## src/hdl/mmc_pkg.sv

```systemverilog
// shared types, constants and helpers for the masked mean colour block
package mmc_pkg;

    // widths of the accumulators and channels
    localparam int COUNT_BITS   = 16;
    localparam int TOTAL_BITS   = 24;
    localparam int CHAN_BITS    = 8;
    localparam int NUM_CHAN     = 3;
    localparam int CHAN_IDX_BITS = $clog2(NUM_CHAN);
    localparam int STEP_BITS    = $clog2(CHAN_BITS);
    localparam int CFG_IDX_BITS = 2;

    // divider datapath holds both a total and a count shifted by a channel width
    localparam int CMP_BITS =
        ((TOTAL_BITS > COUNT_BITS + CHAN_BITS) ? TOTAL_BITS : COUNT_BITS + CHAN_BITS) + 1;

    // job queue between accumulator and divider
    localparam int QDEPTH     = 2;
    localparam int QPTR_BITS  = $clog2(QDEPTH);
    localparam int QCNT_BITS  = QPTR_BITS + 1;

    localparam logic [COUNT_BITS-1:0]    COUNT_MAX = '1;
    localparam logic [TOTAL_BITS-1:0]    TOTAL_MAX = '1;
    localparam logic [CHAN_BITS-1:0]     MEAN_MAX  = '1;
    localparam logic [CHAN_IDX_BITS-1:0] LAST_CHAN = CHAN_IDX_BITS'(NUM_CHAN - 1);
    localparam logic [STEP_BITS-1:0]     LAST_STEP = STEP_BITS'(CHAN_BITS - 1);

    // register reset values
    localparam logic [CHAN_BITS-1:0] RST_ALPHA_THRESHOLD = 8'd128;
    localparam logic [CHAN_BITS-1:0] RST_DEFAULT_RED     = 8'd29;
    localparam logic [CHAN_BITS-1:0] RST_DEFAULT_GREEN   = 8'd185;
    localparam logic [CHAN_BITS-1:0] RST_DEFAULT_BLUE    = 8'd84;

    // configuration register indexes
    typedef enum logic [CFG_IDX_BITS-1:0] {
        CFG_ALPHA_THRESHOLD = 2'd0,
        CFG_DEFAULT_RED     = 2'd1,
        CFG_DEFAULT_GREEN   = 2'd2,
        CFG_DEFAULT_BLUE    = 2'd3
    } t_cfg_reg;

    // divider sequencer states
    typedef enum logic [1:0] {
        BK_IDLE,
        BK_LOAD,
        BK_STEP,
        BK_PUSH
    } t_back_state;

    typedef struct packed {
        logic [CHAN_BITS-1:0] red;
        logic [CHAN_BITS-1:0] green;
        logic [CHAN_BITS-1:0] blue;
        logic [CHAN_BITS-1:0] alpha;
        logic                 last_pixel;
    } t_pixel;

    typedef struct packed {
        logic [CHAN_BITS-1:0] mean_red;
        logic [CHAN_BITS-1:0] mean_green;
        logic [CHAN_BITS-1:0] mean_blue;
        logic                 used_default;
        logic                 count_saturated;
    } t_result;

    // one finished image waiting for its division
    typedef struct packed {
        logic [TOTAL_BITS-1:0] red_total;
        logic [TOTAL_BITS-1:0] green_total;
        logic [TOTAL_BITS-1:0] blue_total;
        logic [COUNT_BITS-1:0] kept_count;
        logic                  saturated;
    } t_job;

    typedef struct packed {
        logic [CHAN_BITS-1:0] red;
        logic [CHAN_BITS-1:0] green;
        logic [CHAN_BITS-1:0] blue;
    } t_colour;

    // queue status seen by both sides
    typedef struct packed {
        logic valid;
        logic full;
    } t_q_stat;

    typedef struct packed {
        logic [TOTAL_BITS-1:0] value;
        logic                  ovf;
    } t_sat_sum;

    // saturating add of one channel value onto a running total
    function automatic t_sat_sum sat_add(input logic [TOTAL_BITS-1:0] total,
                                         input logic [CHAN_BITS-1:0] add);
        logic [TOTAL_BITS:0] sum;
        t_sat_sum res;
        sum = {1'b0, total} + (TOTAL_BITS+1)'(add);
        res.ovf   = sum[TOTAL_BITS];
        res.value = sum[TOTAL_BITS] ? TOTAL_MAX : sum[TOTAL_BITS-1:0];
        return res;
    endfunction

endpackage

```

## src/hdl/masked_mean_color.sv

```systemverilog
// masked mean colour: pixels at one per cycle while the queue is not full; each image
// result follows its last pixel: the idle state picks up the job, then per channel a load
// state and 8 restoring divider steps (only the load state when the mean clamps), 3 channels
// in turn, then the push state fills the output register once it is free; an empty image
// skips the divider. the queue holds two finished images, the one under division included;
// pixels stall only when it is full. synchronous active-low reset clears accumulators,
// queue and output valid and loads threshold 128 and default colour 29/185/84.
module masked_mean_color (
    input  logic                             i_clk,
    input  logic                             i_rst_n,
    input  logic                             i_in_valid,
    output logic                             o_in_stall,
    input  mmc_pkg::t_pixel                  i_in_data,
    output logic                             o_out_valid,
    input  logic                             i_out_stall,
    output mmc_pkg::t_result                 o_out_data,
    input  logic                             i_cfg_valid,
    output logic                             o_cfg_ready,
    input  logic [mmc_pkg::CFG_IDX_BITS-1:0] i_cfg_index,
    input  logic [mmc_pkg::CHAN_BITS-1:0]    i_cfg_data
);

    logic [mmc_pkg::CHAN_BITS-1:0] r_alpha_threshold;
    mmc_pkg::t_colour              r_defaults;

    mmc_pkg::t_q_stat q_stat;
    mmc_pkg::t_job    push_job;
    mmc_pkg::t_job    head_job;
    logic             push;
    logic             pop;

    // configuration registers, always writable
    assign o_cfg_ready = 1'b1;

    always_ff @(posedge i_clk) begin
        if (!i_rst_n) begin
            r_alpha_threshold <= mmc_pkg::RST_ALPHA_THRESHOLD;
            r_defaults.red    <= mmc_pkg::RST_DEFAULT_RED;
            r_defaults.green  <= mmc_pkg::RST_DEFAULT_GREEN;
            r_defaults.blue   <= mmc_pkg::RST_DEFAULT_BLUE;
        end else if (i_cfg_valid && o_cfg_ready) begin
            case (mmc_pkg::t_cfg_reg'(i_cfg_index))
                mmc_pkg::CFG_ALPHA_THRESHOLD: r_alpha_threshold <= i_cfg_data;
                mmc_pkg::CFG_DEFAULT_RED:     r_defaults.red    <= i_cfg_data;
                mmc_pkg::CFG_DEFAULT_GREEN:   r_defaults.green  <= i_cfg_data;
                mmc_pkg::CFG_DEFAULT_BLUE:    r_defaults.blue   <= i_cfg_data;
                default: begin
                end
            endcase
        end
    end

    // pixel intake and accumulation
    mmc_front u_front (
        .i_clk       (i_clk),
        .i_rst_n     (i_rst_n),
        .i_in_valid  (i_in_valid),
        .o_in_stall  (o_in_stall),
        .i_in_data   (i_in_data),
        .i_threshold (r_alpha_threshold),
        .i_q_stat    (q_stat),
        .o_push      (push),
        .o_job       (push_job)
    );

    // finished images waiting for division
    mmc_queue u_queue (
        .i_clk   (i_clk),
        .i_rst_n (i_rst_n),
        .i_push  (push),
        .i_job   (push_job),
        .i_pop   (pop),
        .o_stat  (q_stat),
        .o_head  (head_job)
    );

    // division and result delivery
    mmc_back u_back (
        .i_clk       (i_clk),
        .i_rst_n     (i_rst_n),
        .i_q_stat    (q_stat),
        .i_job       (head_job),
        .o_pop       (pop),
        .i_defaults  (r_defaults),
        .o_out_valid (o_out_valid),
        .i_out_stall (i_out_stall),
        .o_out_data  (o_out_data)
    );

endmodule

```

## src/hdl/mmc_front.sv

```systemverilog
// pixel intake: alpha test and saturating accumulation per image
module mmc_front (
    input  logic                          i_clk,
    input  logic                          i_rst_n,
    input  logic                          i_in_valid,
    output logic                          o_in_stall,
    input  mmc_pkg::t_pixel               i_in_data,
    input  logic [mmc_pkg::CHAN_BITS-1:0] i_threshold,
    input  mmc_pkg::t_q_stat              i_q_stat,
    output logic                          o_push,
    output mmc_pkg::t_job                 o_job
);

    logic [mmc_pkg::TOTAL_BITS-1:0] r_red_total,   n_red_total;
    logic [mmc_pkg::TOTAL_BITS-1:0] r_green_total, n_green_total;
    logic [mmc_pkg::TOTAL_BITS-1:0] r_blue_total,  n_blue_total;
    logic [mmc_pkg::COUNT_BITS-1:0] r_kept_count,  n_kept_count;
    logic                           r_saturated,   n_saturated;

    logic             accept;
    logic             kept;
    mmc_pkg::t_sat_sum red_sum, green_sum, blue_sum;

    // a full queue holds off every pixel so a last pixel always finds room
    assign o_in_stall = i_q_stat.full;
    assign accept     = i_in_valid && !i_q_stat.full;
    assign kept       = i_in_data.alpha >= i_threshold;

    assign red_sum   = mmc_pkg::sat_add(r_red_total,   i_in_data.red);
    assign green_sum = mmc_pkg::sat_add(r_green_total, i_in_data.green);
    assign blue_sum  = mmc_pkg::sat_add(r_blue_total,  i_in_data.blue);

    // next accumulator values including the current pixel
    always_comb begin
        n_red_total   = r_red_total;
        n_green_total = r_green_total;
        n_blue_total  = r_blue_total;
        n_kept_count  = r_kept_count;
        n_saturated   = r_saturated;
        if (accept && kept) begin
            if (r_kept_count == mmc_pkg::COUNT_MAX) begin
                n_saturated = 1'b1;
            end else begin
                n_red_total   = red_sum.value;
                n_green_total = green_sum.value;
                n_blue_total  = blue_sum.value;
                n_kept_count  = r_kept_count + 1'b1;
                n_saturated   = r_saturated | red_sum.ovf | green_sum.ovf | blue_sum.ovf;
            end
        end
    end

    // hand the finished image to the queue on its last pixel
    assign o_push            = accept && i_in_data.last_pixel;
    assign o_job.red_total   = n_red_total;
    assign o_job.green_total = n_green_total;
    assign o_job.blue_total  = n_blue_total;
    assign o_job.kept_count  = n_kept_count;
    assign o_job.saturated   = n_saturated;

    // accumulators, cleared after each image
    always_ff @(posedge i_clk) begin
        if (!i_rst_n || o_push) begin
            r_red_total   <= '0;
            r_green_total <= '0;
            r_blue_total  <= '0;
            r_kept_count  <= '0;
            r_saturated   <= 1'b0;
        end else begin
            r_red_total   <= n_red_total;
            r_green_total <= n_green_total;
            r_blue_total  <= n_blue_total;
            r_kept_count  <= n_kept_count;
            r_saturated   <= n_saturated;
        end
    end

endmodule

```

## src/hdl/mmc_queue.sv

```systemverilog
// short fifo of finished image jobs between accumulator and divider
module mmc_queue (
    input  logic             i_clk,
    input  logic             i_rst_n,
    input  logic             i_push,
    input  mmc_pkg::t_job    i_job,
    input  logic             i_pop,
    output mmc_pkg::t_q_stat o_stat,
    output mmc_pkg::t_job    o_head
);

    mmc_pkg::t_job                  r_mem [mmc_pkg::QDEPTH];
    logic [mmc_pkg::QPTR_BITS-1:0] r_wptr;
    logic [mmc_pkg::QPTR_BITS-1:0] r_rptr;
    logic [mmc_pkg::QCNT_BITS-1:0] r_count;

    assign o_stat.valid = r_count != '0;
    assign o_stat.full  = r_count == mmc_pkg::QCNT_BITS'(mmc_pkg::QDEPTH);
    assign o_head       = r_mem[r_rptr];

    // entry storage
    always_ff @(posedge i_clk) begin
        if (i_push) begin
            r_mem[r_wptr] <= i_job;
        end
    end

    // pointers and fill level
    always_ff @(posedge i_clk) begin
        if (!i_rst_n) begin
            r_wptr  <= '0;
            r_rptr  <= '0;
            r_count <= '0;
        end else begin
            if (i_push) begin
                r_wptr <= r_wptr + 1'b1;
            end
            if (i_pop) begin
                r_rptr <= r_rptr + 1'b1;
            end
            if (i_push && !i_pop) begin
                r_count <= r_count + 1'b1;
            end else if (i_pop && !i_push) begin
                r_count <= r_count - 1'b1;
            end
        end
    end

endmodule

```

## src/hdl/mmc_back.sv

```systemverilog
// per-image mean: shared restoring divider over three channels and output register
module mmc_back (
    input  logic             i_clk,
    input  logic             i_rst_n,
    input  mmc_pkg::t_q_stat i_q_stat,
    input  mmc_pkg::t_job    i_job,
    output logic             o_pop,
    input  mmc_pkg::t_colour i_defaults,
    output logic             o_out_valid,
    input  logic             i_out_stall,
    output mmc_pkg::t_result o_out_data
);

    mmc_pkg::t_back_state r_state, n_state;

    logic [mmc_pkg::CHAN_IDX_BITS-1:0] r_chan, n_chan;
    logic [mmc_pkg::STEP_BITS-1:0]     r_step, n_step;
    logic [mmc_pkg::CMP_BITS-1:0]      r_rem,  n_rem;
    logic [mmc_pkg::CMP_BITS-1:0]      r_dsr,  n_dsr;
    logic [mmc_pkg::CHAN_BITS-1:0]     r_quo,  n_quo;
    logic [mmc_pkg::CHAN_BITS-1:0]     r_mean [mmc_pkg::NUM_CHAN];

    mmc_pkg::t_result r_out, n_out;
    logic             r_out_valid, n_out_valid;

    logic                              mean_we;
    logic [mmc_pkg::CHAN_BITS-1:0]     mean_val;
    logic [mmc_pkg::TOTAL_BITS-1:0]    sel_total;
    logic [mmc_pkg::CMP_BITS-1:0]      total_ext;
    logic [mmc_pkg::CMP_BITS-1:0]      count_ext;
    logic                              too_big;
    logic                              ge;
    logic [mmc_pkg::CMP_BITS-1:0]      rem_diff;
    logic                              out_free;

    // channel total under work
    always_comb begin
        case (r_chan)
            2'd0:    sel_total = i_job.red_total;
            2'd1:    sel_total = i_job.green_total;
            2'd2:    sel_total = i_job.blue_total;
            default: sel_total = i_job.blue_total;
        endcase
    end

    assign total_ext = mmc_pkg::CMP_BITS'(sel_total);
    assign count_ext = mmc_pkg::CMP_BITS'(i_job.kept_count);
    // a quotient above the channel range is clamped without dividing
    assign too_big   = total_ext >= (count_ext << mmc_pkg::CHAN_BITS);
    assign ge        = r_rem >= r_dsr;
    assign rem_diff  = r_rem - r_dsr;
    assign out_free  = !r_out_valid || !i_out_stall;

    // sequencer next state and datapath
    always_comb begin
        n_state  = r_state;
        n_chan   = r_chan;
        n_step   = r_step;
        n_rem    = r_rem;
        n_dsr    = r_dsr;
        n_quo    = r_quo;
        mean_we  = 1'b0;
        mean_val = r_quo;
        o_pop    = 1'b0;
        n_out    = r_out;
        case (r_state)
            mmc_pkg::BK_IDLE: begin
                n_chan = '0;
                if (i_q_stat.valid) begin
                    if (i_job.kept_count == '0) begin
                        n_state = mmc_pkg::BK_PUSH;
                    end else begin
                        n_state = mmc_pkg::BK_LOAD;
                    end
                end
            end
            mmc_pkg::BK_LOAD: begin
                if (too_big) begin
                    mean_we  = 1'b1;
                    mean_val = mmc_pkg::MEAN_MAX;
                    if (r_chan == mmc_pkg::LAST_CHAN) begin
                        n_state = mmc_pkg::BK_PUSH;
                    end else begin
                        n_chan = r_chan + 1'b1;
                    end
                end else begin
                    n_rem   = total_ext;
                    n_dsr   = count_ext << (mmc_pkg::CHAN_BITS - 1);
                    n_step  = '0;
                    n_state = mmc_pkg::BK_STEP;
                end
            end
            mmc_pkg::BK_STEP: begin
                // one quotient bit a cycle, most significant first
                n_quo = {r_quo[mmc_pkg::CHAN_BITS-2:0], ge};
                n_rem = ge ? rem_diff : r_rem;
                n_dsr = r_dsr >> 1;
                if (r_step == mmc_pkg::LAST_STEP) begin
                    mean_we  = 1'b1;
                    mean_val = n_quo;
                    if (r_chan == mmc_pkg::LAST_CHAN) begin
                        n_state = mmc_pkg::BK_PUSH;
                    end else begin
                        n_chan  = r_chan + 1'b1;
                        n_state = mmc_pkg::BK_LOAD;
                    end
                end else begin
                    n_step = r_step + 1'b1;
                end
            end
            mmc_pkg::BK_PUSH: begin
                if (out_free) begin
                    o_pop                 = 1'b1;
                    n_state               = mmc_pkg::BK_IDLE;
                    n_out.count_saturated = i_job.saturated;
                    if (i_job.kept_count == '0) begin
                        n_out.mean_red     = i_defaults.red;
                        n_out.mean_green   = i_defaults.green;
                        n_out.mean_blue    = i_defaults.blue;
                        n_out.used_default = 1'b1;
                    end else begin
                        n_out.mean_red     = r_mean[0];
                        n_out.mean_green   = r_mean[1];
                        n_out.mean_blue    = r_mean[2];
                        n_out.used_default = 1'b0;
                    end
                end
            end
            default: begin
                n_state = mmc_pkg::BK_IDLE;
            end
        endcase
    end

    // output register handshake
    always_comb begin
        if (o_pop) begin
            n_out_valid = 1'b1;
        end else if (r_out_valid && !i_out_stall) begin
            n_out_valid = 1'b0;
        end else begin
            n_out_valid = r_out_valid;
        end
    end

    assign o_out_valid = r_out_valid;
    assign o_out_data  = r_out;

    // control registers
    always_ff @(posedge i_clk) begin
        if (!i_rst_n) begin
            r_state     <= mmc_pkg::BK_IDLE;
            r_out_valid <= 1'b0;
        end else begin
            r_state     <= n_state;
            r_out_valid <= n_out_valid;
        end
    end

    // datapath registers
    always_ff @(posedge i_clk) begin
        r_chan <= n_chan;
        r_step <= n_step;
        r_rem  <= n_rem;
        r_dsr  <= n_dsr;
        r_quo  <= n_quo;
        r_out  <= n_out;
        if (mean_we) begin
            r_mean[r_chan] <= mean_val;
        end
    end

    // the default colour never comes with a saturation report
    a_default_unsat: assert property (@(posedge i_clk) disable iff (!i_rst_n)
        r_out_valid && r_out.used_default |-> !r_out.count_saturated)
        else $error("default colour reported with saturation");

    // restoring division keeps the partial remainder below twice the divisor
    a_rem_bound: assert property (@(posedge i_clk) disable iff (!i_rst_n)
        r_state == mmc_pkg::BK_STEP |-> r_rem < (r_dsr << 1))
        else $error("divider remainder out of range");

    // a job is only retired when one is queued
    a_pop_nonempty: assert property (@(posedge i_clk) disable iff (!i_rst_n)
        o_pop |-> i_q_stat.valid)
        else $error("job retired from an empty queue");

    // a stalled result is never replaced
    a_no_overwrite: assert property (@(posedge i_clk) disable iff (!i_rst_n)
        r_out_valid && i_out_stall |=> r_out_valid && $stable(r_out))
        else $error("pending result overwritten");

endmodule

```

## config.mk

```make
export PLATFORM = sky130hd
export DESIGN_NAME = masked_mean_color
export DESIGN_NICKNAME = d
export VERILOG_FILES = /design/src/hdl/mmc_pkg.sv /design/src/hdl/masked_mean_color.sv /design/src/hdl/mmc_front.sv /design/src/hdl/mmc_queue.sv /design/src/hdl/mmc_back.sv
export SDC_FILE = /design/constraint.sdc
export NUM_CORES = 1
export LEC_CHECK = 0
export ABC_AREA = 1
export ABC_CLOCK_PERIOD_IN_PS = 19150
export BUFFER_PORTS_ARGS = -buffer_cell sky130_fd_sc_hd__buf_4
export CAP_MARGIN = 20
export CORE_MARGIN = 1.5
export CORE_UTILIZATION = 55
export CTS_CLUSTER_SIZE = 20
export DETAILED_ROUTE_END_ITERATION = 16
export PLACE_DENSITY = 0.82
export SLEW_MARGIN = 20
export SYNTH_ARGS = -nofsm -noshare
export SYNTH_HDL_FRONTEND = slang
export SYNTH_SLANG_ARGS = --single-unit
```

## constraint.sdc

```tcl
create_clock -name i_clk -period 19.15 [get_ports i_clk]
set_input_delay 5.745 -clock i_clk [delete_from_list [all_inputs] [get_ports i_clk]]
set_output_delay 5.745 -clock i_clk [all_outputs]
set_load 0.01 [all_outputs]
```

; ---- After elaboration in Yosys (flattened, before gate mapping)
; Memories as Yosys holds them, arrays and structs flattened. A register that Yosys moved wholly into a read port is not among the register bits.
; Index checks and enable logic that the tools add are counted.
[classes]
n_addsub = 11
magnitude_cmp = 3
eq_ne = 19
muxes = 53
bitwise_logic = 3
n_reduce_logical = 33
[op_table]
columns = operator, count
row1 = $mux 24, 9
row2 = $mux 25, 4
row3 = $pmux 25 s2, 2
row4 = $add 24x8->25, 3
row5 = $pmux 24 s2, 1
row6 = $mux 16, 2
row7 = $ge 25x25->1, 1
row8 = $sub 25x25->25, 1
row9 = $ge 24x24->1, 1
row10 = $mux 2, 12
row11 = $add 16x1->16 const B, 1
row12 = $eq 16x16->1 const B, 1
row13 = $logic_not 16->1, 1
row14 = $mux 8, 2
row15 = $pmux 8 s2, 1
row16 = $mux 1, 14
row17 = $eq 2x2->1 const B, 6
row18 = $reduce_and 2->1, 6
row19 = $reduce_and 3->1, 3
row20 = $ge 8x8->1, 1
row21 = $ne 2x1->1 const B, 4
row22 = $pmux 2 s4, 1
row23 = $reduce_bool 2->1, 4
row24 = $eq 2x1->1 const B, 3
row25 = other kinds (18), 38
[totals]
register_bits = 217
mem_bits_rw = 202
inputBits = 48
wordCells = 148
mem_count = 2
[memory_table]
columns = name, words, width, read_ports, rd_clocked_by_memory_dff, wr, line
row1 = u_queue.r_mem, 2, 89, 1, 1, 1, mmc_queue.sv:12  ; mmc_pkg::t_job r_mem [mmc_pkg::QDEPTH];
row2 = u_back.r_mean, 3, 8, 3, 0, 1, mmc_back.sv:21  ; logic [mmc_pkg::CHAN_BITS-1:0] r_mean [mmc_pkg::NUM_CHAN];

; ---- Logic depth before layout (Yosys ltp)
; Gate-level depths: netlist (run 1).
[depth]
ltp_word = 8
depth_mapped = 21

; ---- Hierarchy
; From an unflattened synthesis (run 1), not the netlist that was laid out.
[hier_totals]
cells_unflattened = 2613
hier_area_um2 = 22576.7
[by_module_without_submodules]
columns = mod, instances, cells_per_inst, area_each_um2, seq_area_each_um2
row1 = mmc_back, 1, 881, 7360.8, 3393.3
row2 = mmc_front, 1, 1233, 7185.6, 1781.7
row3 = mmc_queue, 1, 312, 6681.4, 5445.2
row4 = masked_mean_color, 1, 187, 1348.8, 640.6

; ---- Worst setup path after synthesis (run 1)
; No wires, ideal clock.
[synth_path]
kind = input -> register
from = input i_in_valid
to = memory u_queue.r_mem[0][0] (netlist name) (enable)
setup_ns = 0.537
arrival_time_ns = 9.804
required_time_ns = 18.613
slack_ns = 8.809
path_stages = 4
cell_sequence = o21ai_0 > inv_1 > nand2_1 > nor2_1
[synth_between]
elab_chain_cells = 4
[synth_rtl]
columns = element, line
row1 = from (decl), masked_mean_color.sv:11  ; input logic i_in_valid,
row2 = $logic_and 1x1->1, mmc_front.sv:26  ; assign accept = i_in_valid && !i_q_stat.full;
row3 = $logic_and 1x1->1, mmc_front.sv:54  ; assign o_push = accept && i_in_data.last_pixel;
row4 = $mux 1, mmc_queue.sv:23  ; if (i_push) begin
row5 = $mux 1 (not written as such), mmc_queue.sv:24  ; r_mem[r_wptr] <= i_job;
row6 = to (decl), mmc_queue.sv:12
; No other way between the ends.

==> results.json, run 1 <==
{
  "row_count": 71,
  "track_usage_pct": 27.2,
  "htreeDepth": 2,
  "grt_pass1_wl_um": 85200,
  "cp.arrival_ns": 8.91,
  "drt_wl_total_um": 53600,
  "min_period_ns": 8.43,
  "die_x_um": 199,
  "numCtsBuffers": 42,
  "cts_tree": "yes",
  "drt_iter0_drc": 1735,
  "slew_headroom_pct": 24.7,
  "start_util_pct": 56.1,
  "cts_root_buf": "clkbuf_16",
  "synth_async_sr_flop_share_pct": 0,
  "cap_violations": 0,
  "fp.dieH_um": 199,
  "hpwl_um": 37200,
  "ir_drop_uv": 76.1,
  "p_per_area_nw_per_um2": 135,
  "overflow": 0,
  "clock_latency_ns": 0.56,
  "hp-start": "u_queue.r_rptr",
  "drive_gt1_share_pct": 7.86,
  "setup_tns_ns": 0,
  "critPathLaunch": "i_in_data[8]",
  "vias": 17375,
  "status": "finished, final reports clean",
  "antenna_found_initial": 0,
  "dr.pass1.iters": 6,
  "dp_slack_ns": 10.27,
  "ant_nets": 0,
  "synth-seq-cells": 418,
  "endpoint_kind": "flop",
  "yosysWarnings": 0,
  "finalHoldViolations": 0,
  "ys.flop_type": "edfxtp_1",
  "slew_violations": 0,
  "hold_path.class": "reg -> reg",
  "critical_path_peak_fanout": 56,
  "rsz0062_at_grt": "no",
  "reg2reg_from": "u_back.r_chan[1]",
  "worst_pin_slew_ns": 1.13,
  "portBuffers": 75,
  "core_sq_um": 37800,
  "wl_met3_um": 4130,
  "fin_crit_sh_pct": 44.0,
  "clk_pin_slew_ns": 0.06,
  "antenna_cells": 0,
  "worst_slack_ns": 10.72,
  "drc": 0,
  "highest_layer": "met4",
  "avgViaCountPerCell": 5.71,
  "m1WireLength_um": 22000,
  "grt_max_degree": 71,
  "skew_ns": 0.0215,
  "synth_edf_count": 289,
  "ios": 77,
  "routabilityCongestion": 0.962,
  "start_kind": "input pin",
  "wl_per_cell_um": 17.6,
  "route.met2.wl_um": 25900,
  "setup_viol": 0,
  "ys_types": 53,
  "synth_area_sq_um": 21200,
  "cts_sinks": 418,
  "critical_path_class": "in -> reg",
  "grt_pass1_vias": 16791,
  "synthesis.nets": 2577,
  "nFillCells": 3098,
  "syn_to_final_growth_pct": 11.6,
  "die-area_sq_um": 39800,
  "postCtsSetupBuffers": 0,
  "syn_area_per_cell_sq_um": 8.69,
  "ys_seq_area_share_pct": 53.0,
  "nNetsFinal": 2634,
  "fmax_mhz": 119,
  "p_leak_nw": 9.89,
  "critPathRequiredTime_ns": 19.63,
  "post_cts_resized": 0,
  "clock_path_buffers": 3,
  "syn_inst": 2442,
  "cts_hold_buf": 0
}
-- worst paths after layout --
check	to	cells after the start	slack, ns
max reg2reg	u_back.r_dsr[18]	15	13.82
min	flop	1	0.45
max	u_front.r_red_total[18]	12	10.72
min reg2reg	flop	1	0.45
-- layout by cell type (no fill, tap or decap), types with 7 or more instances in the layout --
master	netlist	routed
a211oi_1	9	9
a21oi_1	128	128
a31oi_1	7	7
buf_4	6	87
clkbuf_1	38	8
clkbuf_16	0	44
clkinv_2	0	7
dfxtp_1	129	128
edfxtp_1	289	289
ha_1	83	82
inv_1	286	285
mux2i_1	17	17
nand2_1	605	604
nand2_2	7	8
nand3_1	125	125
nand3b_1	16	16
nand4_1	26	26
nor2_1	226	223
nor3_1	51	51
o211ai_1	9	9
o21ai_0	217	217
o21ai_1	12	12
o22ai_1	18	18
or2_2	11	11
xnor2_1	23	23
xor2_1	16	16
-- metrics by stage --
step / instances / total power, mW / instance area [sq um] / hold slack, ns / util (%)
floorplan: 2442 / 1.97 / 21200 / 0.425 / -
global placement: 2964 / 2.27 / 22200 / 0.426 / 58.6
detailed placement: 2964 / 2.30 / 22200 / 0.439 / 58.6
CTS: 3041 / 3.18 / 23700 / 0.449 / 62.5
global route: 3043 / 3.37 / 23700 / 0.458 / 62.6
finish: 3043 / 3.19 / 23700 / 0.450 / 62.6
-- cells by family after synthesis --
family / share of synthesized area, %
other: 0.0177
muxes: 0.801
AOI/OAI and AO/OA: 10.9
DFF: 53.0
adders and majority gates: 5.27
and+or+nand+nor: 21.3
buffers and inverters: 6.98
xor gates and xnor gates: 1.61
-- critical path, stage by stage --
cell	delay, ns
buf_4	0.11
ha_1	0.28
nand2_1	0.08
nor2_1	0.14
nand4_1	0.11
o2111ai_2	0.20
nand2_2	0.47
inv_2	0.92
nand3_1	0.42
nand3_1	0.25
nand2_1	0.08
inv_1	0.09
-- sequential cells by signal, indices dropped and copies added (netlist names), 2 cells and up, named ones only --
| name | flops |
|---|---|
| u_back.r_dsr | 23 |
| u_front.r_kept_count | 16 |
| u_back.r_state | 2 |
| u_front.r_green_total | 24 |
| u_back.r_mean | 24 |
| r_defaults | 24 |
| u_front.r_red_total | 24 |
| u_back.r_quo | 8 |
| u_queue.r_mem | 178 |
| u_back.r_rem | 25 |
| u_back.r_chan | 2 |
| u_front.r_blue_total | 24 |
| u_queue.r_count | 2 |
| u_back.o_out_data | 26 |
| r_alpha_threshold | 8 |
| u_back.r_step | 3 |
-- cell type report --
type	count	area (sq um)	share of cell area, %
flip-flops and latches	418	11300	47.5
multi-input cells	1656	8510	35.9
clock buffers	56	1190	5.01
inverters	292	1100	4.63
repair buffers	89	693	2.93
well taps	511	639	2.70
clock inverters	21	304	1.28
-- routing by layer --
layer | GRT usage (%) | up-vias
met2 | 46.5 | 757
met5 | 0 | -
met3 | 3.70 | 120
met1 | 35.3 | 8196
met4 | 9.58 | 0
li1 | - | 8302
-- power breakdown --
| part | total (mW) | switching, mW | internal (mW) |
|---|---|---|---|
| clock network | 0.875 | 0.352 | 0.523 |
| registers | 1.19 | 0.0489 | 1.14 |
| logic | 1.13 | 0.781 | 0.348 |
-- Yosys cell counts, drive strengths merged, types with 7 or more instances --
library cell	count	share of area [%]
nand2	612	11
inv	292	5.2
edfxtp	289	41
nor2	230	4.2
o21ai	229	5.4
a21oi	129	3.1
dfxtp	129	12
nand3	128	3.1
ha	83	4.9
nor3	53	1.3
buf	38	1.1
clkbuf	38	0.67
nand4	26	0.77
xnor2	23	0.95
o22ai	18	0.53
mux2i	17	0.80
nand3b	16	0.57
xor2	16	0.66
or2	11	0.32
a211oi	9	0.32
o211ai	9	0.32
a31oi	7	0.21
Power figures use the tool's default switching activity.
==> inputs of run 2 (changes only) <==
--- a/config.mk
+++ b/config.mk
@@ -6,14 +6,14 @@
 export NUM_CORES = 1
 export LEC_CHECK = 0
 export ABC_AREA = 1
-export ABC_CLOCK_PERIOD_IN_PS = 19150
+export ABC_CLOCK_PERIOD_IN_PS = 6890
 export BUFFER_PORTS_ARGS = -buffer_cell sky130_fd_sc_hd__buf_4
 export CAP_MARGIN = 20
 export CORE_MARGIN = 1.5
 export CORE_UTILIZATION = 55
 export CTS_CLUSTER_SIZE = 20
 export DETAILED_ROUTE_END_ITERATION = 16
-export PLACE_DENSITY = 0.82
+export PLACE_DENSITY = 0.85
 export SLEW_MARGIN = 20
 export SYNTH_ARGS = -nofsm -noshare
 export SYNTH_HDL_FRONTEND = slang
==> constraint.sdc (replaced) <==
create_clock -name i_clk -period 6.89 [get_ports i_clk]
set_input_delay 2.067 -clock i_clk [delete_from_list [all_inputs] [get_ports i_clk]]
set_output_delay 2.067 -clock i_clk [all_outputs]
set_load 0.01 [all_outputs]
==> results.json, run 2 (synthesis gave the netlist of run 1 again) <==
{
  "status": "finished, final reports clean",
  "ios": 77,
  "ff2ff_path_depth": 16,
  "setup_tns_ns": 0,
  "fp.dieH_um": 199,
  "multi_input_area_sq_um": 8510,
  "min_path_cells": 0,
  "rsz0062_at_grt": "no",
  "critical_path_class": "reg -> reg",
  "row_count": 71,
  "reg2reg_to": "u_back.r_dsr[19]",
  "wl_met3_um": 4810,
  "rrSetupSlack_ns": 1.74,
  "critical_path_peak_fanout": 23,
  "avgViaCountPerCell": 5.75,
  "drc": 0,
  "worst_slack_ns": 1.74,
  "largest-register": "u_queue.r_mem",
  "nFillCells": 3076,
  "endpoint_kind": "flop",
  "p_per_area_nw_per_um2": 368,
  "dp_slack_ns": 1.69,
  "drive_gt1_share_pct": 7.79,
  "overflow": 0,
  "grt_max_degree": 70,
  "nNetsFinal": 2633,
  "cts_tree": "yes",
  "grt_pass1_vias": 17039,
  "post_cts_resized": 0,
  "final_common_cell": "nand2_1",
  "fmax_mhz": 194,
  "slew_headroom_pct": 26.9,
  "clock_path_buffers": 3,
  "reg2reg_from": "u_back.r_chan[1]",
  "antenna_cells": 0,
  "die-area_sq_um": 39800,
  "slew_violations": 0,
  "worst_pin_slew_ns": 1.09,
  "skew_ns": 0.0213,
  "vias": 17494,
  "dr.pass1.iters": 8,
  "die_x_um": 199,
  "min_period_ns": 5.15,
  "routabilityCongestion": 0.945,
  "cts_sinks": 418,
  "clk_pin_slew_ns": 0.07,
  "cts_hold_buf": 0,
  "drt_iter0_drc": 2058,
  "ant_nets": 0,
  "critPathRequiredTime_ns": 7.07,
  "finalHoldViolations": 0,
  "route.met2.wl_um": 26000,
  "clock_latency_ns": 0.57,
  "hp-start": "u_back.r_quo[6]",
  "whs_endpoint": "u_back.r_quo[7]",
  "p_leak_nw": 9.81,
  "syn_to_final_growth_pct": 10.8,
  "hold_path.class": "reg -> reg",
  "hpwl_um": 38500,
  "seqCellArea_sq_um": 11300,
  "m1WireLength_um": 21900,
  "setup_viol": 0,
  "core_sq_um": 37800,
  "start_util_pct": 56.1,
  "most-common-layout-cells": "nand2_1, edfxtp_1, inv_1",
  "largest_reg_flops": 178,
  "start_kind": "flop",
  "fin_crit_sh_pct": 74.8,
  "antenna_found_initial": 1,
  "cp.arrival_ns": 5.33,
  "wl_per_cell_um": 18.0,
  "drt_wl_total_um": 54800,
  "grt_pass1_wl_um": 86700,
  "ir_drop_uv": 231,
  "cap_violations": 0,
  "postCtsSetupBuffers": 0,
  "cts_root_buf": "clkbuf_16",
  "numCtsBuffers": 41,
  "highest_layer": "met5",
  "portBuffers": 75,
  "htreeDepth": 2,
  "track_usage_pct": 27.7
}
[run 2: cell count changes in the layout (fill, tap and decap cells not counted), moves of 2 or more]
cell,previous run,this run
clkbuf_8,4,6
clkinv_2,7,9
bufinv_16,6,2
clkbuf_16,44,41
buf_12,2,0
clkinvlp_4,1,3
[run 2: area by class of cell]
class | instances | area share [%]
clock inverters | 20 | 0.771
flip-flops and latches | 418 | 47.9
clock buffers | 55 | 4.84
multi-input cells | 1656 | 36.2
repair buffers | 89 | 2.93
well taps | 511 | 2.72
inverters | 292 | 4.66
[run 2: per-layer routing]
metal,up-vias,track usage [%]
li1,8312,-
met1,8151,35.8
met2,860,46.6
met3,169,4.20
met4,2,11.2
met5,-,0
[run 2: worst max-delay path by stage]
stage / startpoint / endpoint / slack (ns) / depth (start not counted)
after detailed placement: i_in_data[8] / u_front.r_red_total[19] / 1.69 / 12
after global routing: u_back.r_chan[1] / u_back.r_mean[2][0] / 1.45 / 19
final: u_back.r_chan[1] / u_back.r_dsr[19] / 1.74 / 16
after global placement: i_in_data[8] / u_front.r_red_total[17] / 1.75 / 12
after floorplan: i_in_valid / u_queue.r_mem[0][0] / 0.23 / 4
after CTS: u_back.r_chan[1] / u_back.r_dsr[12] / 1.86 / 17
[run 2: report_power, final]
part           internal [mW]  switching [mW]
clock                   1.25           0.969
sequential              3.16           0.135
combinational          0.967            2.17
total                   5.38            3.27
[run 2: metrics by stage]
| step | hold WS, ns | util [%] | area (sq um) | instances | total power, mW |
|---|---|---|---|---|---|
| floorplan | 0.425 | - | 21200 | 2442 | 5.46 |
| CTS | 0.446 | 62.1 | 23500 | 3040 | 8.62 |
| detailed placement | 0.439 | 58.6 | 22200 | 2965 | 6.40 |
| global route | 0.469 | 62.1 | 23500 | 3041 | 9.14 |
| finish | 0.440 | 62.1 | 23500 | 3041 | 8.65 |
| global placement | 0.429 | 58.6 | 22200 | 2965 | 6.31 |
[run 2: critical path, cell delays in order, from the launching register on]
cell	delay [ns]
edfxtp_1	0.39
inv_1	0.12
ha_1	0.86
nor2_1	0.11
buf_4	0.25
o21ai_0	0.82
inv_1	0.11
ha_1	0.33
nand2_1	0.10
nor2_1	0.08
nand2_1	0.07
o211ai_1	0.09
a21oi_1	0.25
nand2_2	0.14
nand2_2	0.17
nand2_2	0.13
inv_1	0.72
